[config.mk]
export PLATFORM = sky130hd
export DESIGN_NAME = number_to_english_words
export DESIGN_NICKNAME = d
export VERILOG_FILES = /design/src/rtl/nte_pkg.sv /design/src/rtl/number_to_english_words.sv /design/src/rtl/nte_front.sv /design/src/rtl/nte_fifo.sv /design/src/rtl/nte_back.sv
export VERILOG_INCLUDE_DIRS = /design/src /design/src/rtl
export SDC_FILE = /design/constraint.sdc
export NUM_CORES = 1
export LEC_CHECK = 0
export BUFFER_PORTS_ARGS = -buffer_cell sky130_fd_sc_hd__buf_2
export CAP_MARGIN = 40
export CORE_ASPECT_RATIO = 1.25
export CORE_MARGIN = 3
export CORE_UTILIZATION = 60
export DETAILED_ROUTE_END_ITERATION = 7
export GPL_TIMING_DRIVEN = 1
export PLACE_DENSITY = 0.85
export REMOVE_ABC_BUFFERS = 1
export SLEW_MARGIN = 20
export SYNTH_ARGS = -nofsm -noshare
export SYNTH_HDL_FRONTEND = slang
export SYNTH_HIERARCHICAL = 1
export SYNTH_SLANG_ARGS = --single-unit
[constraint.sdc]
create_clock -name i_clk -period 3.9 [get_ports i_clk]
set_input_delay 0.39 -clock i_clk [delete_from_list [all_inputs] [get_ports i_clk]]
set_output_delay 0.39 -clock i_clk [all_outputs]
set_load 0.01 [all_outputs]
[src/rtl/number_to_english_words_assert.svh]
// Assertion macros shared by the speller modules; empty when SYNTH is defined.
`ifndef NUMBER_TO_ENGLISH_WORDS_ASSERT_SVH
`define NUMBER_TO_ENGLISH_WORDS_ASSERT_SVH
`ifndef SYNTH
// Same-cycle implication, sampled on i_clk and disabled while i_rst_n is low.
`define NTE_ASSERT_IMP(lbl, ante, cons) \
    lbl: assert property (@(posedge i_clk) disable iff (!i_rst_n) (ante) |-> (cons)) \
        else $error("nte: same-cycle check failed");
// Next-cycle implication, sampled on i_clk and disabled while i_rst_n is low.
`define NTE_ASSERT_NXT(lbl, ante, cons) \
    lbl: assert property (@(posedge i_clk) disable iff (!i_rst_n) (ante) |=> (cons)) \
        else $error("nte: next-cycle check failed");
`else
`define NTE_ASSERT_IMP(lbl, ante, cons)
`define NTE_ASSERT_NXT(lbl, ante, cons)
`endif
`endif

[src/rtl/nte_pkg.sv]
// Shared constants, types and state encodings of the number speller.
package nte_pkg;

    localparam int VALUE_W        = 40;
    localparam int DIGITS         = 12;
    localparam int CONV_STEPS     = VALUE_W / 2;
    localparam int NTE_FIFO_DEPTH = 2;

    localparam logic [VALUE_W-1:0] LIMIT_VALUE = 40'd1000000000000;

    // Word codes.
    localparam logic [4:0] W_ZERO     = 5'd0;
    localparam logic [4:0] W_TEN      = 5'd10;
    localparam logic [4:0] W_TWENTY   = 5'd20;
    localparam logic [4:0] W_HUNDRED  = 5'd28;
    localparam logic [4:0] W_THOUSAND = 5'd29;
    localparam logic [4:0] W_MILLION  = 5'd30;
    localparam logic [4:0] W_BILLION  = 5'd31;

    // Three-digit group positions, most significant first.
    localparam logic [1:0] GRP_BILLION  = 2'd0;
    localparam logic [1:0] GRP_MILLION  = 2'd1;
    localparam logic [1:0] GRP_THOUSAND = 2'd2;
    localparam logic [1:0] GRP_UNITS    = 2'd3;

    typedef enum logic [1:0] {
        SEP_NONE   = 2'd0,
        SEP_SPACE  = 2'd1,
        SEP_HYPHEN = 2'd2
    } t_sep;

    typedef logic [3:0] t_digit;

    // One converted value waiting for the token sequencer.
    typedef struct packed {
        logic                     err;
        logic                     zero;
        t_digit [DIGITS-1:0]      digits;
    } t_entry;

    typedef enum logic [1:0] {
        F_IDLE,
        F_CONV,
        F_PUSH
    } t_fstate;

    typedef enum logic [2:0] {
        P_IDLE,
        P_SPECIAL,
        P_HDIG,
        P_HUND,
        P_TENS,
        P_ONES,
        P_SCALE,
        P_FLUSH
    } t_bstate;

endpackage

[src/rtl/number_to_english_words.sv]
// Top level of the English short-scale number speller.
// Input channel: i_valid, i_value (40 bits) and o_stall. A beat is taken at a
// rising edge with i_valid high and o_stall low. Values of 10^12 and above
// are rejected with one error beat (o_status high, o_last high).
// Output channel: o_valid, o_word, o_separator, o_last, o_status and i_stall.
// Each value gives a run of 1 to 19 word beats; o_last marks the final one.
// Per legal value the front end goes through accept, 20 steps of the
// two-bit-per-cycle binary-to-decimal converter and the queue write, and it
// takes no new value before that write; a rejected value skips the converter.
// The sequencer takes one step per hundreds digit, hundred, tens, ones or scale
// word, or one for a skipped group, plus an idle and a flush step, so with a
// ready receiver it keeps up with the front end. Skipped leading groups delay
// the first word beat of a value, as does a first word that is also the last.
// A short queue decouples the converter from the sequencer, so a stalled
// receiver only backs up the input once the queue is full.
// Reset (i_rst_n low at a clock edge) empties the queue and drops any run in
// flight; no beats are shown until new values arrive.
// While i_stall is high the presented output beat holds steady.
module number_to_english_words import nte_pkg::*; #(
    parameter int FIFO_DEPTH = NTE_FIFO_DEPTH
) (
    input  logic               i_clk,
    input  logic               i_rst_n,
    input  logic               i_valid,
    output logic               o_stall,
    input  logic [VALUE_W-1:0] i_value,
    output logic               o_valid,
    input  logic               i_stall,
    output logic [4:0]         o_word,
    output logic [1:0]         o_separator,
    output logic               o_last,
    output logic               o_status
);

    logic   push;
    logic   full;
    t_entry entry;
    logic   pop;
    logic   empty;
    t_entry head;

    // Range check and binary-to-decimal conversion.
    nte_front u_front (
        .i_clk   (i_clk),
        .i_rst_n (i_rst_n),
        .i_valid (i_valid),
        .o_stall (o_stall),
        .i_value (i_value),
        .o_push  (push),
        .i_full  (full),
        .o_entry (entry)
    );

    // Converted values wait here until the sequencer has finished the
    // previous run.
    nte_fifo #(
        .DEPTH (FIFO_DEPTH)
    ) u_fifo (
        .i_clk   (i_clk),
        .i_rst_n (i_rst_n),
        .i_push  (push),
        .i_data  (entry),
        .o_full  (full),
        .i_pop   (pop),
        .o_empty (empty),
        .o_head  (head)
    );

    // Token sequencer: walks billion, million, thousand and unit groups and
    // drives the registered output beat.
    nte_back u_back (
        .i_clk       (i_clk),
        .i_rst_n     (i_rst_n),
        .i_empty     (empty),
        .i_head      (head),
        .o_pop       (pop),
        .o_valid     (o_valid),
        .i_stall     (i_stall),
        .o_word      (o_word),
        .o_separator (o_separator),
        .o_last      (o_last),
        .o_status    (o_status)
    );

endmodule

[src/rtl/nte_front.sv]
// Front end: accepts a value, range-checks it and converts it to decimal digits.
module nte_front import nte_pkg::*; (
    input  logic               i_clk,
    input  logic               i_rst_n,
    input  logic               i_valid,
    output logic               o_stall,
    input  logic [VALUE_W-1:0] i_value,
    output logic               o_push,
    input  logic               i_full,
    output t_entry             o_entry
);

    localparam int CNT_W = $clog2(CONV_STEPS);

    t_fstate                 r_state, n_state;
    logic [DIGITS*4-1:0]     r_bcd, n_bcd;
    logic [VALUE_W-1:0]      r_sh, n_sh;
    logic [CNT_W-1:0]        r_cnt, n_cnt;
    logic                    r_err, n_err;
    logic                    r_zero, n_zero;
    logic                    accept;

    // One shift-and-add-three step over all digits.
    function automatic logic [DIGITS*4-1:0] dd_step(input logic [DIGITS*4-1:0] bcd,
                                                    input logic b);
        logic [DIGITS*4-1:0] adj;
        for (int k = 0; k < DIGITS; k++) begin
            adj[k*4 +: 4] = (bcd[k*4 +: 4] >= 4'd5) ? bcd[k*4 +: 4] + 4'd3
                                                     : bcd[k*4 +: 4];
        end
        return {adj[DIGITS*4-2:0], b};
    endfunction

    assign accept = (r_state == F_IDLE) && i_valid;

    always_comb begin
        n_state = r_state;
        case (r_state)
            F_IDLE: begin
                if (i_valid) begin
                    n_state = (i_value >= LIMIT_VALUE) ? F_PUSH : F_CONV;
                end
            end
            F_CONV: begin
                if (r_cnt == CNT_W'(CONV_STEPS - 1)) begin
                    n_state = F_PUSH;
                end
            end
            F_PUSH: begin
                if (!i_full) begin
                    n_state = F_IDLE;
                end
            end
            default: n_state = F_IDLE;
        endcase
    end

    always_comb begin
        o_stall = (r_state != F_IDLE);
        o_push  = (r_state == F_PUSH) && !i_full;
    end

    always_comb begin
        n_bcd  = r_bcd;
        n_sh   = r_sh;
        n_cnt  = r_cnt;
        n_err  = r_err;
        n_zero = r_zero;
        if (accept) begin
            n_bcd  = '0;
            n_sh   = i_value;
            n_cnt  = '0;
            n_err  = (i_value >= LIMIT_VALUE);
            n_zero = (i_value == '0);
        end else if (r_state == F_CONV) begin
            n_bcd = dd_step(dd_step(r_bcd, r_sh[VALUE_W-1]), r_sh[VALUE_W-2]);
            n_sh  = {r_sh[VALUE_W-3:0], 2'b00};
            n_cnt = r_cnt + 1'b1;
        end
    end

    always_ff @(posedge i_clk) begin
        if (!i_rst_n) begin
            r_state <= F_IDLE;
        end else begin
            r_state <= n_state;
        end
    end

    always_ff @(posedge i_clk) begin
        r_bcd  <= n_bcd;
        r_sh   <= n_sh;
        r_cnt  <= n_cnt;
        r_err  <= n_err;
        r_zero <= n_zero;
    end

    always_comb begin
        o_entry.err    = r_err;
        o_entry.zero   = r_zero;
        o_entry.digits = r_bcd;
    end

endmodule

[src/rtl/nte_fifo.sv]
// Short queue of converted values between the front end and the sequencer.
`include "number_to_english_words_assert.svh"
module nte_fifo import nte_pkg::*; #(
    parameter int DEPTH = NTE_FIFO_DEPTH
) (
    input  logic   i_clk,
    input  logic   i_rst_n,
    input  logic   i_push,
    input  t_entry i_data,
    output logic   o_full,
    input  logic   i_pop,
    output logic   o_empty,
    output t_entry o_head
);

    // DEPTH must be at least two.
    localparam int AW = $clog2(DEPTH);
    localparam int CW = $clog2(DEPTH + 1);

    t_entry          r_mem [DEPTH];
    logic [AW-1:0]   r_wr;
    logic [AW-1:0]   r_rd;
    logic [CW-1:0]   r_count;

    always_ff @(posedge i_clk) begin
        if (!i_rst_n) begin
            r_wr    <= '0;
            r_rd    <= '0;
            r_count <= '0;
        end else begin
            if (i_push) begin
                r_wr <= (r_wr == AW'(DEPTH - 1)) ? '0 : r_wr + 1'b1;
            end
            if (i_pop) begin
                r_rd <= (r_rd == AW'(DEPTH - 1)) ? '0 : r_rd + 1'b1;
            end
            case ({i_push, i_pop})
                2'b10:   r_count <= r_count + 1'b1;
                2'b01:   r_count <= r_count - 1'b1;
                default: r_count <= r_count;
            endcase
        end
    end

    always_ff @(posedge i_clk) begin
        if (i_push) begin
            r_mem[r_wr] <= i_data;
        end
    end

    assign o_full  = (r_count == CW'(DEPTH));
    assign o_empty = (r_count == '0);
    assign o_head  = r_mem[r_rd];

    `NTE_ASSERT_IMP(a_no_overflow, i_push, !o_full)
    `NTE_ASSERT_IMP(a_no_underflow, i_pop, !o_empty)
    `NTE_ASSERT_NXT(a_push_fills, i_push && !i_pop, !o_empty)

endmodule

[src/rtl/nte_back.sv]
// Back end: walks the digit groups of the queue head and emits word tokens.
`include "number_to_english_words_assert.svh"
module nte_back import nte_pkg::*; (
    input  logic       i_clk,
    input  logic       i_rst_n,
    input  logic       i_empty,
    input  t_entry     i_head,
    output logic       o_pop,
    output logic       o_valid,
    input  logic       i_stall,
    output logic [4:0] o_word,
    output logic [1:0] o_separator,
    output logic       o_last,
    output logic       o_status
);

    t_bstate     r_state, n_state;
    logic [1:0]  r_grp, n_grp;
    logic        r_first;

    // Token held back until the next one is taken, so that the final one can be marked.
    logic        r_pend_valid;
    logic [4:0]  r_pend_word;
    t_sep        r_pend_sep;
    logic        r_pend_status;

    logic        r_out_valid;
    logic [4:0]  r_out_word;
    t_sep        r_out_sep;
    logic        r_out_last;
    logic        r_out_status;

    t_digit      dg_h, dg_t, dg_o;
    logic        gnz;
    logic        cand_valid;
    logic [4:0]  cand_word;
    logic        cand_hyph;
    logic        cand_status;
    t_sep        cand_sep;
    logic        out_free, can_take, take, flush;

    assign out_free = !r_out_valid || !i_stall;
    assign can_take = !r_pend_valid || out_free;
    assign take     = cand_valid && can_take;
    assign flush    = (r_state == P_FLUSH) && out_free;

    always_comb begin
        case (r_grp)
            GRP_BILLION: begin
                dg_h = i_head.digits[11];
                dg_t = i_head.digits[10];
                dg_o = i_head.digits[9];
            end
            GRP_MILLION: begin
                dg_h = i_head.digits[8];
                dg_t = i_head.digits[7];
                dg_o = i_head.digits[6];
            end
            GRP_THOUSAND: begin
                dg_h = i_head.digits[5];
                dg_t = i_head.digits[4];
                dg_o = i_head.digits[3];
            end
            default: begin
                dg_h = i_head.digits[2];
                dg_t = i_head.digits[1];
                dg_o = i_head.digits[0];
            end
        endcase
        gnz = (dg_h != 4'd0) || (dg_t != 4'd0) || (dg_o != 4'd0);
    end

    // Outputs of the sequencer: the candidate token of this step and the pop.
    always_comb begin
        cand_valid  = 1'b0;
        cand_word   = W_ZERO;
        cand_hyph   = 1'b0;
        cand_status = 1'b0;
        case (r_state)
            P_SPECIAL: begin
                cand_valid  = 1'b1;
                cand_status = i_head.err;
            end
            P_HDIG: begin
                cand_valid = gnz && (dg_h != 4'd0);
                cand_word  = {1'b0, dg_h};
            end
            P_HUND: begin
                cand_valid = 1'b1;
                cand_word  = W_HUNDRED;
            end
            P_TENS: begin
                cand_valid = (dg_t != 4'd0) || (dg_o != 4'd0);
                if (dg_t == 4'd1) begin
                    cand_word = W_TEN + {1'b0, dg_o};
                end else if (dg_t >= 4'd2) begin
                    cand_word = W_TWENTY + {1'b0, dg_t} - 5'd2;
                end else begin
                    cand_word = {1'b0, dg_o};
                end
            end
            P_ONES: begin
                cand_valid = 1'b1;
                cand_word  = {1'b0, dg_o};
                cand_hyph  = 1'b1;
            end
            P_SCALE: begin
                case (r_grp)
                    GRP_BILLION: begin
                        cand_valid = 1'b1;
                        cand_word  = W_BILLION;
                    end
                    GRP_MILLION: begin
                        cand_valid = 1'b1;
                        cand_word  = W_MILLION;
                    end
                    GRP_THOUSAND: begin
                        cand_valid = 1'b1;
                        cand_word  = W_THOUSAND;
                    end
                    default: cand_valid = 1'b0;
                endcase
            end
            default: cand_valid = 1'b0;
        endcase
        cand_sep = r_first ? SEP_NONE : (cand_hyph ? SEP_HYPHEN : SEP_SPACE);
        o_pop    = flush;
    end

    always_comb begin
        n_state = r_state;
        n_grp   = r_grp;
        case (r_state)
            P_IDLE: begin
                if (!i_empty) begin
                    n_grp   = GRP_BILLION;
                    n_state = (i_head.err || i_head.zero) ? P_SPECIAL : P_HDIG;
                end
            end
            P_SPECIAL: begin
                if (take) begin
                    n_state = P_FLUSH;
                end
            end
            P_HDIG: begin
                if (!gnz) begin
                    if (r_grp == GRP_UNITS) begin
                        n_state = P_FLUSH;
                    end else begin
                        n_grp = r_grp + 1'b1;
                    end
                end else if (dg_h == 4'd0) begin
                    n_state = P_TENS;
                end else if (take) begin
                    n_state = P_HUND;
                end
            end
            P_HUND: begin
                if (take) begin
                    n_state = P_TENS;
                end
            end
            P_TENS: begin
                if (!cand_valid) begin
                    n_state = P_SCALE;
                end else if (take) begin
                    n_state = ((dg_t >= 4'd2) && (dg_o != 4'd0)) ? P_ONES : P_SCALE;
                end
            end
            P_ONES: begin
                if (take) begin
                    n_state = P_SCALE;
                end
            end
            P_SCALE: begin
                if (r_grp == GRP_UNITS) begin
                    n_state = P_FLUSH;
                end else if (take) begin
                    n_state = P_HDIG;
                    n_grp   = r_grp + 1'b1;
                end
            end
            P_FLUSH: begin
                if (out_free) begin
                    n_state = P_IDLE;
                end
            end
            default: n_state = P_IDLE;
        endcase
    end

    always_ff @(posedge i_clk) begin
        if (!i_rst_n) begin
            r_state      <= P_IDLE;
            r_grp        <= GRP_BILLION;
            r_first      <= 1'b1;
            r_pend_valid <= 1'b0;
            r_out_valid  <= 1'b0;
        end else begin
            r_state <= n_state;
            r_grp   <= n_grp;
            if (r_state == P_IDLE) begin
                r_first <= 1'b1;
            end else if (take) begin
                r_first <= 1'b0;
            end
            if (take) begin
                r_pend_valid <= 1'b1;
            end else if (flush) begin
                r_pend_valid <= 1'b0;
            end
            if ((take && r_pend_valid) || flush) begin
                r_out_valid <= 1'b1;
            end else if (!i_stall) begin
                r_out_valid <= 1'b0;
            end
        end
    end

    always_ff @(posedge i_clk) begin
        if ((take && r_pend_valid) || flush) begin
            r_out_word   <= r_pend_word;
            r_out_sep    <= r_pend_sep;
            r_out_status <= r_pend_status;
            r_out_last   <= flush;
        end
        if (take) begin
            r_pend_word   <= cand_word;
            r_pend_sep    <= cand_sep;
            r_pend_status <= cand_status;
        end
    end

    assign o_valid     = r_out_valid;
    assign o_word      = r_out_word;
    assign o_separator = r_out_sep;
    assign o_last      = r_out_last;
    assign o_status    = r_out_status;

    `NTE_ASSERT_IMP(a_flush_has_token, r_state == P_FLUSH, r_pend_valid)
    `NTE_ASSERT_IMP(a_error_is_last, r_out_valid && r_out_status, r_out_last)
    `NTE_ASSERT_NXT(a_pop_ends_run, o_pop, r_state == P_IDLE && !r_pend_valid)

endmodule
# Word level (Yosys, flattened, before mapping)
# Memory sizes are Yosys's and may differ from the RTL's. A register that Yosys moved wholly into a read port is not among the register bits.
# Index checks and enable logic that the tools add are counted.
# op_classes
add_sub_neg	33
n_lt_le_gt_ge	26
eq_ne	34
n_mux	75
n_bitwise	1
n_reduce_logical	38
# ops
op	n
$ge 4x3->1 const B	24
$add 4x2->4 const B	22
$mux 4	22
$mux 40	2
$mux 3	15
$ge 40x40->1 const B	1
$logic_not 40->1	1
$pmux 4 s3	3
$pmux 5 s5	1
$mux 2	12
$pmux 3 s8	1
$pmux 5 s3	1
$ne 2x1->1 const B	7
$eq 3x3->1 const B	4
$mux 1	12
$ne 2x2->1 const B	6
$pmux 2 s3	2
$reduce_bool 4->1	3
$eq 2x2->1 const B	5
$mux 5	2
$reduce_and 9->1	1
$reduce_bool 2->1	4
$logic_and 1x1->1	7
$logic_or 1x1->1	7
29 further kinds	42
# totals
reg_bits	126
ramBits	100
in_bits	44
out_inout_bits	11
word_cells	229
n_memories	1
# mem_list
name	words	width	read_ports	rd_clocked_by_memory_dff	wr	line_no	rtl
u_fifo.r_mem	2	50	1	1	1	nte_fifo.sv:20	t_entry r_mem [DEPTH];

# Longest topological paths before layout
# Gate-level depths: netlist of the first run.
# logic_depth
ltp_word	12
ltp_mapped	12
depth_no_buf	12

# Modules after synthesis
# Netlist of the first run, hierarchy kept.
# modules_own_cells
module	n_inst	cells_each	area_each_um2
nte_front	1	771	6223.5
nte_fifo	1	178	3811.2
nte_back	1	217	1921.8

# Least setup slack after synthesis of the first run
# Ideal clock, no wire load.
# synth_timing
path_type	reg2reg
start	register u_fifo.r_count[0]
end	memory u_fifo/r_mem[0][0] (netlist name) (enable)
arrival_ps	3089
t_required_ps	3441
slack_ps	352
path_stages_with_launch	5
n_path_buf	0
path_cell_list	dfxtp_1 -> and2b_2 -> nor3b_1 -> inv_1 -> nor2_1
# synth_between
elab_chain_cells	5
# synth_lines
element	line_no	rtl
start, declared	nte_fifo.sv:23	logic [CW-1:0] r_count;
start signal, assigned	nte_fifo.sv:38	2'b10: r_count <= r_count + 1'b1;
start signal, assigned	nte_fifo.sv:39	2'b01: r_count <= r_count - 1'b1;
start signal, assigned	nte_fifo.sv:40	default: r_count <= r_count;
$eq 2x2->1	nte_fifo.sv:51	assign o_full = (r_count == CW'(DEPTH));
net full	number_to_english_words.sv:36	logic full;
$logic_not 1->1	--	
$logic_and 1x1->1	nte_front.sv:60	o_push = (r_state == F_PUSH) && !i_full;
net push	number_to_english_words.sv:35	logic push;
$mux 1	nte_fifo.sv:46	if (i_push) begin
$mux 1 (implied by the code)	nte_fifo.sv:47	r_mem[r_wr] <= i_data;
end, declared	nte_fifo.sv:20	
# The timed path passes the listed nets, and every way through them passes these cells.

# Final worst setup path of the first run
# layout_timing
start	register u_back.r_grp[0]
end	register u_back.r_out_sep[0], in the netlist u_back/o_separator[0] (enable)
# layout_between
elab_chain_cells	10
word_cells_on_any_way	19
cone_classes	eq/ne: 2; mux: 5; reduce/logical: 12
# layout_lines
element	line_no	rtl
start, declared	nte_back.sv:18	logic [1:0] r_grp, n_grp;
start signal, assigned	nte_back.sv:201	r_grp <= n_grp;
$eq 2x2->1, or another cell as far along	nte_back.sv:48, nte_back.sv:108	
$pmux 4 s3	nte_back.sv:48	case (r_grp)
$reduce_bool 4->1, on equally long branches	nte_back.sv:70, nte_back.sv:85, nte_back.sv:93	
$logic_or 1x1->1 (2 in series)	nte_back.sv:70	gnz = (dg_h != 4'd0) || (dg_t != 4'd0) || (dg_o != 4'd0);
$logic_and 1x1->1	nte_back.sv:85	cand_valid = gnz && (dg_h != 4'd0);
$pmux 1 s4 (*)	nte_back.sv:79	case (r_state)
$logic_and 1x1->1 (*)	nte_back.sv:44	assign take = cand_valid && can_take;
net u_back.take	nte_back.sv:40	logic out_free, can_take, take, flush;
$logic_and 1x1->1 (*)	nte_back.sv:221	if ((take && r_pend_valid) || flush) begin
$logic_or 1x1->1 (*)	nte_back.sv:221	
end signal, assigned	nte_back.sv:223	r_out_sep <= r_pend_sep;
end, declared	nte_back.sv:29	t_sep r_out_sep;
# Mark *: on every way through the listed nets, which the timed path passes. The rest lies on a longest branch.
# A chain may end at the register's enable or synchronous reset.

==> run_results.csv, run 1 <==
group,metric,value,unit
status,outcome,"complete, no violations",
setup_path,startpoint,"u_back/r_grp[0]",
floorplanning,io_pins,55,
final_layout,fillCellCount,1434,
placed_design,dp_cells,1446,
sta,slew_viol_final,0,
clock_tree,cts_tree,"built",
setup_path,path_max_fanout,14,
logic_synthesis,synthCells,1166,
setup_path,timing.rr.end,"u_back/o_separator[0]",
setup_path,cp-start-kind,"flop",
route,drc,0,
floorplanning,core,19540,um2
logic_synthesis,synth_top_area_cell,"edfxtp_1",
run,maxCapViolCount,0,
clock_tree,clock-sinks,227,
global_routing,grt_max_degree,86,
sta,rsz0062_at_grt,"no",
logic_synthesis,yosysWarnings,6,
logic_synthesis,synth_most_common_cell,"nand2_1",
sta,hold_viol,0,
route,ant_nets,0,
pwr,p_per_area,686.3,nW/um2
final_layout,area_growth,10.20,%
final_layout,multi_input_comb_area,5404,um2
sta,max_slew_margin,48.50,%
global_routing,grt_pass1_wl,42950,um
setup_path,r2r_start,"u_back/r_grp[0]",
route,wl_per_cell,18.10,um
sta,period_needed,3.576,ns
final_layout,diodes,0,
floorplanning,die_h,163.8,um
final_layout,fin_cells,1488,
logic_synthesis,synth_common_cells,"nand2_1, edfxtp_1, a21oi_1, dfxtp_1, ha_1",
route,vias,9200,
setup_path,crit_required,4.06,ns
logic_synthesis,synth-main-ff-cell,"edfxtp_1",
global_routing,grt_use_total,24.08,%
setup_path,worstRegToRegCells,8,
final_layout,nets,1308,
sta,layout_setup_ws,0.3237,ns
route,firstDrtPassIters,6,
logic_synthesis,ys_ff_latch,227,
placed_design,port_buffers,54,
global_routing,grt.overflow.total,0,
logic_synthesis,synth_area_per_cell,10.25,um2
final_layout,fin_util,67.43,%
setup_path,arrival,3.74,ns
clock_tree,cts_resized,0,
setup_path,r2r_setup_slack,0.32,ns
route,first_iter_violations,770,
clock_tree,htree_levels,1,
floorplanning,die_x,132.3,um
hold_path,worstHoldPathType,"input pin to flop",
sta,fin_setup_tns,0,ns
setup_path,criticalPathCategory,"flop to flop",
logic_synthesis,syn-cell-area,11960,um2
route,wl,26930,um
floorplanning,start_util,61.19,%
logic_synthesis,yosysSeqAreaShare,51.32,%
clock_tree,clk-insertion-delay-late,0.53,ns
clock_tree,worst_setup_hold_path_clk_slew,0.06,ns
logic_synthesis,async_reset_ff_share,0,%
placed_design,place_congestion,0.9909,
placed_design,pre_cts_ws,0.4213,ns
sta,finalClockSkew,0.03274,ns
clock_tree,cts-root-buf,"clkbuf_16",
pwr,p_leak,5.076,nW
route,via_per_inst,6.183,
clock_tree,postCtsHoldBufs,0,
setup_path,setup.worst_path.end,"u_back/o_separator[0]",
floorplanning,row_count,57,
setup_path,crit_path_end_kind,"flop",
logic_synthesis,yosysUniqueCellTypes,70,
global_routing,grt_pass1_vias,8849,
global_routing,antenna_found_initial,0,
clock_tree,clk_path_buf_depth,3,
logic_synthesis,synth-edff-count,159,
final_layout,ff_latch_area,6137,um2
placed_design,dp_hpwl,17840,um
clock_tree,postCtsSetupBuffers,0,
floorplanning,dieArea,21670,um2
sta,fmax,0.2796,GHz
logic_synthesis,ys_top_cells_by_area,"edfxtp_1, dfxtp_1, ha_1, nand2_1, mux2_2",
sta,setup_violations,0,
sta,min_period_over_period,91.70,%
logic_synthesis,synth.top_cell.area_share,39.93,%
pwr,ir_worst_vdd,512.9,uV
clock_tree,cts_buffers,22,
sta,worstMarginPinSlew,0.7714,ns
final_layout,drive_gt1_share,14.06,%
state kept, by name, indices dropped and copies added (netlist names), 2 cells and up, named ones only:
register,count
u_back/r_grp,2
u_front/r_state,2
u_fifo/r_mem,100
u_fifo/r_count,2
u_back/r_pend_sep,2
u_back/o_separator,2
u_front/r_cnt,5
u_back/o_word,5
u_front/r_sh,40
u_back/r_pend_word,5
u_front/r_bcd,48
u_back/r_state,3
power breakdown:
group	internal, W	leakage [nW]	switching [W]
Combinational	0.00134	2.68	0.00213
Clock	0.00111	0.335	0.000908
Sequential	0.00312	2.06	0.000439
Total	0.00557	5.08	0.00348
layer usage:
metal	share of wire (%)	up-vias	track usage (%)
li1	-	4364	-
met1	39	4368	29.51
met2	50	370	42.18
met3	5.9	98	3.002
met4	4.6	0	12.24
met5	0	-	0
placed cells by master (no fill, tap or decap), types with 16 or more instances in the layout:
cell type and instances:
a21oi_1 85, a31oi_1 36, and2_1 16, buf_2 54, clkbuf_16 22, dfxtp_1 67, edfxtp_1 159, ha_1 57
inv_1 52, mux2_2 51, nand2_1 167, nand2b_1 27, nand3_1 52, nor2_1 41, nor3_1 30, o21ai_0 37
o21ai_1 30, xnor2_1 27
how the worst min path moves through the flow:
| stage | start | to | slack, ns | cells past startpoint |
|---|---|---|---|---|
| after global routing | i_value[13] | u_front/r_sh[13] | 0.16 | 3 |
| after CTS | i_value[6] | u_front/r_sh[6] | 0.13 | 3 |
| after detailed placement | u_back/r_pend_sep[1] | u_back/o_separator[1] | 0.41 | 0 |
| after floorplan | u_back/r_pend_sep[0] | u_back/o_separator[0] | 0.40 | 0 |
| final | i_value[6] | u_front/r_sh[6] | 0.14 | 3 |
| after global placement | u_back/r_pend_word[1] | u_back/o_word[1] | 0.40 | 0 |
through the flow:
| step | hold slack [ns] | power [W] | area (um2) |
|---|---|---|---|
| 4_1_cts | 0.1255 | 0.008992 | 13130 |
| 5_1_grt | 0.1558 | 0.009595 | 13180 |
| 3_5_place_dp | 0.4101 | 0.006921 | 12440 |
| 6_report | 0.1421 | 0.009042 | 13180 |
| 3_3_place_gp | 0.4023 | 0.006727 | 12440 |
| 2_1_floorplan | 0.4003 | 0.006104 | 11720 |
area by class of cell:
type / count / area share (%)
Clock inverter: 12 / 0.6457
Sequential cell: 227 / 46.58
Tap cell: 265 / 2.516
Multi-Input combinational cell: 835 / 41.01
Timing Repair Buffer: 67 / 3.134
Clock buffer: 28 / 4.577
Inverter: 54 / 1.538
critical path, stage by stage (launching register included):
cell and delay (ns):
dfxtp_1 0.36, inv_1 0.12, ha_1 0.52, a222oi_1 0.20, a21oi_1 0.51, nor4_2 0.09, a211o_1 0.36, a21boi_2 0.60
a21o_1 0.45
kinds of logic after synthesis:
logic type / after synthesis / synth area share, %
buffers and inverters: 104 / 3.663
XOR/XNOR: 31 / 2.271
AND/OR/NAND/NOR: 410 / 16.67
multiplexers: 66 / 6.059
AO/OA/AOI/OAI: 271 / 14.05
flip-flops: 227 / 51.32
adder cells (fa/ha/maj): 57 / 5.965
(Power assumes the default switching activity.)
==> inputs of run 2 (changes only) <==
--- a/config.mk
+++ b/config.mk
@@ -6,6 +6,7 @@
 export SDC_FILE = /design/constraint.sdc
 export NUM_CORES = 1
 export LEC_CHECK = 0
+export ABC_AREA = 1
 export BUFFER_PORTS_ARGS = -buffer_cell sky130_fd_sc_hd__buf_2
 export CAP_MARGIN = 40
 export CORE_ASPECT_RATIO = 1.25
==> run 2 against run 1 <==
Die area rose by 4.7%; worst setup slack improved by 0.49 ns; via count is 6.7% higher; fmax grew 16%; clock-buffer cell count unchanged; register-to-register slack improved by 0.49 ns; sequential power is essentially flat; synthesized cell count grew 21%; first-iteration DRC count up 17%; clock power up 12%; critical path type unchanged; critical endpoint is now u_back/o_word[4]; largest cell class unchanged; largest power group unchanged.
==> run_results.csv, run 2 <==
group,metric,value,unit
floorplanning,core,20320,um2
setup_path,r2r_setup_slack,0.82,ns
setup_path,cp_num_buf_inv,2,
clock_tree,worst_setup_hold_path_clk_slew,0.06,ns
setup_path,crit_path_end_kind,"flop",
logic_synthesis,ys_top_cells_by_area,"edfxtp_1, nand2_1, dfxtp_1, mux2_4, ha_1",
floorplanning,dieArea,22680,um2
route,via_per_inst,5.585,
clock_tree,clock-sinks,227,
floorplanning,start_util,61.72,%
pwr,ir_worst_vdd,409.8,uV
floorplanning,die_x,135.3,um
pwr,p_leak,6.330,nW
route,first_iter_violations,899,
clock_tree,cts_tree,"built",
sta,hold_viol,0,
clock_tree,clk-insertion-delay-late,0.52,ns
final_layout,diodes,0,
setup_path,crit_family,"simple AND/OR/NAND/NOR gates",
logic_synthesis,synth-edff-count,159,
sta,slew_viol_final,0,
global_routing,grt_use_total,23.45,%
sta,rsz0062_at_grt,"no",
clock_tree,postCtsHoldBufs,0,
hold_path,worstHoldPathType,"input pin to flop",
logic_synthesis,synth.top_cell.area_share,38.07,%
logic_synthesis,yosysUniqueCellTypes,40,
status,outcome,"complete, no violations",
route,wl_per_cell,15.17,um
sta,fin_setup_tns,0,ns
floorplanning,io_pins,55,
logic_synthesis,synthCells,1414,
hold_path,min_delay_path_depth,3,
final_layout,regMostFlops,"u_fifo/r_mem",
setup_path,cp-start-kind,"flop",
final_layout,final_common_cell,"nand2_1",
sta,max_slew_margin,57.24,%
logic_synthesis,synth_most_common_cell,"nand2_1",
setup_path,slowest_delay,0.64,ns
placed_design,place_congestion,0.9182,
final_layout,final_cell_mix,"nand2_1, edfxtp_1, inv_1, nand3_1, nor2_1",
setup_path,worstRegToRegCells,14,
clock_tree,cts_buffers,23,
logic_synthesis,synth_common_cells,"nand2_1, inv_1, edfxtp_1, nand3_1, nor2_1",
final_layout,drive_gt1_share,13.37,%
clock_tree,cts-root-buf,"clkbuf_16",
setup_path,crit_required,4.09,ns
clock_tree,postCtsSetupBuffers,0,
sta,setup_violations,0,
floorplanning,row_count,58,
setup_path,path_cells,"buf_4 -> mux2_4 -> nand2_1 -> nand2_1 -> o21ai_2 -> nand2_1 -> nor2_2 -> nand2_2 -> nand2_2 -> nand2_2 -> nand2_4 -> inv_2 -> nand2_1 -> nand2_1",
placed_design,port_buffers,54,
route,wl,26680,um
global_routing,antenna_found_initial,0,
logic_synthesis,yosysSeqAreaShare,48.92,%
run,maxCapViolCount,0,
sta,finalClockSkew,0.02246,ns
setup_path,timing.rr.end,"u_back/o_word[4]",
setup_path,crit_path_frequent_cell,"nand2_1",
sta,fmax,0.3242,GHz
final_layout,nets,1572,
logic_synthesis,synth-main-ff-cell,"edfxtp_1",
logic_synthesis,synth_top_area_cell,"edfxtp_1",
route,ant_nets,0,
logic_synthesis,yosysWarnings,6,
clock_tree,clk_path_buf_depth,3,
floorplanning,die_h,167.6,um
final_layout,largest_reg_flops,100,
clock_tree,htree_levels,1,
sta,min_period_over_period,79.08,%
route,vias,9818,
sta,period_needed,3.084,ns
logic_synthesis,syn-cell-area,12540,um2
logic_synthesis,synth_area_per_cell,8.870,um2
global_routing,grt_pass1_wl,44220,um
final_layout,largestRegisters,"u_fifo/r_mem x100, u_front/r_bcd x48, u_front/r_sh x40",
final_layout,area_growth,9.666,%
setup_path,setup.worst_path.end,"u_back/o_word[4]",
route,firstDrtPassIters,5,
route,drc,0,
logic_synthesis,async_reset_ff_share,0,%
sta,hold_ws,0.1634,ns
pwr,p_per_area,659.2,nW/um2
logic_synthesis,ys_ff_latch,227,
global_routing,grt.overflow.total,0,
clock_tree,cts_resized,0,
global_routing,grt_max_degree,49,
setup_path,cp.depth,14,
global_routing,grt_pass1_vias,9491,
setup_path,path_max_fanout,15,
setup_path,criticalPathCategory,"flop to flop",
setup_path,arrival,3.27,ns
setup_path,slowest_stage,"dfxtp_2",
sta,worstMarginPinSlew,0.6390,ns
placed_design,dp_hpwl,18450,um
## run 2: changes by cell type in the layout (fill, tap and decap cells not counted), moves of 27 or more
cell      delta
a21oi_1     -56
inv_1      +106
nor2_1      +33
o21ai_0     +35
mux2_4      +50
xnor2_1     -27
nand2_1    +265
a31oi_1     -35
nand2b_1    -27
nand3_1     +83
mux2_2      -51
## run 2: per-layer routing
| layer | GRT usage [%] | part of all wire [%] | wire length (um) | vias to the layer above |
|---|---|---|---|---|
| li1 | - | - | - | 4833 |
| met1 | 28.61 | 39 | 10490 | 4564 |
| met2 | 43.00 | 52 | 13880 | 344 |
| met3 | 2.524 | 5.4 | 1451 | 77 |
| met4 | 7.672 | 3.2 | 855 | 0 |
| met5 | 0 | 0 | 0 | - |
## run 2: final cells by class
cell class	count	area, um2
clock buffers	28	604.3
inverters	166	623.1
flip-flops and latches	227	6137
repair buffers	66	397.9
clock inverters	14	173.9
multi-input cells	987	5480
well taps	270	337.8
fillers	1531	6565
## run 2: metrics by stage
| step | util (%) | area (um2) | cells | total power [W] | worst slack (ns) |
|---|---|---|---|---|---|
| after floorplan | - | 12230 | 1380 | 0.005933 | 0.006330 |
| after global placement | 63.66 | 12940 | 1714 | 0.006553 | 0.9423 |
| after detailed placement | 63.76 | 12960 | 1715 | 0.006718 | 0.8171 |
| after CTS | 67.59 | 13730 | 1757 | 0.009057 | 0.7927 |
| after global routing | 67.69 | 13750 | 1758 | 0.009717 | 0.5670 |
| final | 67.69 | 13750 | 1758 | 0.009067 | 0.8157 |
## run 2: power breakdown
| group | total, W | leakage, nW | switching, W | internal (W) |
|---|---|---|---|---|
| clock | 0.00226 | 0.375 | 0.000939 | 0.00132 |
| sequential | 0.00356 | 2.06 | 0.000358 | 0.00320 |
| combinational | 0.00325 | 3.89 | 0.00215 | 0.00110 |
| total | 0.00907 | 6.33 | 0.00344 | 0.00562 |
## run 2: cell families (layout without fill, tap and decap cells)
logic type	after synthesis	count (layout)	synth area share (%)
mux	50	50	5.986
xor+xnor	3	3	0.2095
buf+inv	200	274	7.462
fa+ha+maj	57	57	5.686
compound gates	165	165	7.382
simple gates	712	712	24.35
flops	227	227	48.92
## run 2: worst reg2reg max path, stage by stage (launching register included)
cell     delay (ns)
dfxtp_2        0.64
buf_4          0.39
mux2_4         0.33
nand2_1        0.06
nand2_1        0.07
o21ai_2        0.24
nand2_1        0.09
nor2_2         0.18
nand2_2        0.08
nand2_2        0.08
nand2_2        0.08
nand2_4        0.09
inv_2          0.10
nand2_1        0.10
nand2_1        0.23
## run 2: how the worst min path moves through the flow
stage	from	end	slack (ns)
3_3_place_gp	u_back/r_pend_word[2]	u_back/o_word[2]	0.40
2_1_floorplan	u_back/r_pend_sep[0]	u_back/o_separator[0]	0.40
6_report	i_value[15]	u_front/r_sh[15]	0.16
5_1_grt	i_value[14]	u_front/r_sh[14]	0.16
3_5_place_dp	u_back/r_pend_sep[1]	u_back/o_separator[1]	0.41
4_1_cts	i_value[14]	u_front/r_sh[14]	0.15
==> inputs of run 3 (changes only) <==
--- a/config.mk
+++ b/config.mk
@@ -6,7 +6,7 @@
 export SDC_FILE = /design/constraint.sdc
 export NUM_CORES = 1
 export LEC_CHECK = 0
-export ABC_AREA = 1
+export ABC_AREA = 0
 export BUFFER_PORTS_ARGS = -buffer_cell sky130_fd_sc_hd__buf_2
 export CAP_MARGIN = 40
 export CORE_ASPECT_RATIO = 1.25
==> constraint.sdc (replaced) <==
create_clock -name i_clk -period 3 [get_ports i_clk]
set_input_delay 0.3 -clock i_clk [delete_from_list [all_inputs] [get_ports i_clk]]
set_output_delay 0.3 -clock i_clk [all_outputs]
set_load 0.01 [all_outputs]
==> run 3 against run 2 <==
The run now ends with negative setup slack left; first-iteration DRC count grew 8.0%; hold slack lost 0.11 ns; total power is 36% higher; routed wire length grew 7.8%; sequential share of layout area decreased by 0.082 points; non-clock buffer count rose by 47; die area is 4.5% lower; clock-buffer cell count is the same; worst setup slack got worse by 0.82 ns; clock skew shrank 0.0043 ns; critical path type unchanged; largest cell class unchanged; highest routed layer unchanged.
==> run_results.csv, run 3 (synthesized netlist as in run 1, its figures left out) <==
group,metric,value,unit
route,drc,0,
final_layout,fin_cells,1536,
final_layout,final_cell_mix,"nand2_1, edfxtp_1, a21oi_1, dfxtp_1, buf_2",
sta,fin_setup_tns,-0.005693,ns
status,outcome,"finished, violations left",
clock_tree,clk_path_buf_depth,3,
pwr,p_per_area,897.4,nW/um2
final_layout,fin_util,70.56,%
placed_design,place_congestion,0.9295,
sta,layout_setup_ws,-0.005455,ns
global_routing,grt_pass1_vias,9054,
floorplanning,dieArea,21670,um2
clock_tree,cts_buffers,23,
clock_tree,cts_tree,"built",
clock_tree,worst_setup_hold_path_clk_slew,0.07,ns
final_layout,design_area,13790,um2
status,violations,"negative setup slack",
setup_path,criticalPathCategory,"flop to flop",
setup_path,slowest_stage,"or4_4",
hold_path,worstHoldPathType,"input pin to flop",
sta,fmax,0.3327,GHz
final_layout,fillCellCount,1340,
final_layout,area_growth,15.32,%
floorplanning,die_h,163.8,um
global_routing,grt.overflow.total,0,
setup_path,path_max_fanout,6,
route,firstDrtPassIters,8,
floorplanning,core,19540,um2
global_routing,grt_pass1_wl,45150,um
sta,slew_viol_final,0,
final_layout,largestRegisters,"u_fifo/r_mem x100, u_front/r_bcd x48, u_front/r_sh x40",
setup_path,crit_required,3.41,ns
global_routing,antenna_found_initial,0,
final_layout,regMostFlops,"u_fifo/r_mem",
pwr,p_leak,5.381,nW
clock_tree,clk-insertion-delay-late,0.52,ns
setup_path,slowest_delay,0.60,ns
sta,worstMarginPinSlew,0.7750,ns
final_layout,largest_reg_flops,100,
route,via_per_inst,6.238,
sta,max_slew_margin,48.26,%
setup_path,cp-start-kind,"flop",
placed_design,dp_hpwl,18090,um
route,first_iter_violations,971,
floorplanning,start_util,61.19,%
setup_path,path_cells,"buf_6 -> buf_6 -> mux2_4 -> a222oi_1 -> a21oi_1 -> or4_4 -> or3_4 -> o21a_1 -> o221a_1 -> o221a_1",
route,wl_per_cell,18.72,um
setup_path,worstRegToRegCells,10,
placed_design,dp_cells,1483,
route,ant_nets,0,
floorplanning,die_x,132.3,um
sta,hold_ws,0.05805,ns
final_layout,ff_latch_area,6141,um2
final_layout,final_common_cell,"nand2_1",
final_layout,drive_gt1_share,18.96,%
placed_design,port_buffers,54,
route,wl,28760,um
sta,min_period_over_period,100.2,%
final_layout,multi_input_comb_area,5523,um2
clock_tree,htree_levels,1,
global_routing,grt_use_total,25.24,%
global_routing,grt_max_degree,105,
sta,setup_violations,2,
sta,period_needed,3.005,ns
pwr,ir_worst_vdd,533.7,uV
route,vias,9582,
clock_tree,clock-sinks,227,
floorplanning,row_count,57,
final_layout,nets,1355,
placed_design,placed_area,12730,um2
sta,rsz0062_at_grt,"yes",
sta,finalClockSkew,0.01815,ns
clock_tree,cts-root-buf,"clkbuf_16",
final_layout,diodes,0,
run,maxCapViolCount,0,
floorplanning,io_pins,55,
setup_path,arrival,3.41,ns
hold_path,min_delay_path_depth,3,
sta,hold_viol,0,
setup_path,crit_path_end_kind,"flop",
==> run 3: layout make-up <==
cell class / instances / share of cell area [%]
inverters: 54 / 1.497
clock buffers: 28 / 4.456
repair buffers: 113 / 5.744
clock inverters: 14 / 1.307
well taps: 265 / 2.405
multi-input cells: 835 / 40.05
flip-flops and latches: 227 / 44.54
==> run 3: timing repair <==
item | CTS | global route
resized for setup | 12 | 35
buffers inserted | 0 | 10
hold buffers | 0 | 0
pin swaps | 2 | 22
setup endpoints to repair | 16 | 18
cloned | 0 | 0
==> run 3: final timing paths <==
kind / start / end / slack [ns]
setup / recovery: flop / u_back/r_state[2] / -0.005
hold / removal: i_value[3] / u_front/r_sh[3] / 0.06
setup reg to reg: flop / u_back/r_state[2] / -0.005
hold reg to reg: u_back/r_pend_word[3] / u_back/o_word[3] / 0.42
==> run 3: power by group <==
part	switching, W	total [W]	leakage [nW]	internal [W]
clock network	0.00120	0.00301	0.386	0.00181
registers	0.000552	0.00460	2.06	0.00405
logic	0.00289	0.00476	2.94	0.00186
total	0.00465	0.0124	5.38	0.00772
==> run 3: metal layers <==
| metal | part of all wire (%) | vias up | global-route usage [%] |
|---|---|---|---|
| met1 | 39 | 4548 | 30.86 |
| met4 | 4.7 | 0 | 12.10 |
| met3 | 6.3 | 96 | 3.431 |
| met5 | 0 | - | 0 |
| li1 | - | 4471 | - |
| met2 | 50 | 467 | 44.44 |
==> run 3: per-stage QoR <==
step / setup slack, ns / total power [W]
floorplan: -1.311 / 0.007935
global placement: -0.06295 / 0.008834
detailed placement: -0.2203 / 0.009083
CTS: 0.001745 / 0.01225
global route: -0.09563 / 0.01314
finish: -0.005455 / 0.01237
==> run 3: worst max-delay path, delay by kind of cell (launching register included) <==
family | cells | cell delay (ns)
buffers and inverters | 2 | 0.22
AO/OA/AOI/OAI | 5 | 1.04
AND/OR/NAND/NOR | 2 | 0.96
multiplexers | 1 | 0.29
flip-flops | 1 | 0.40
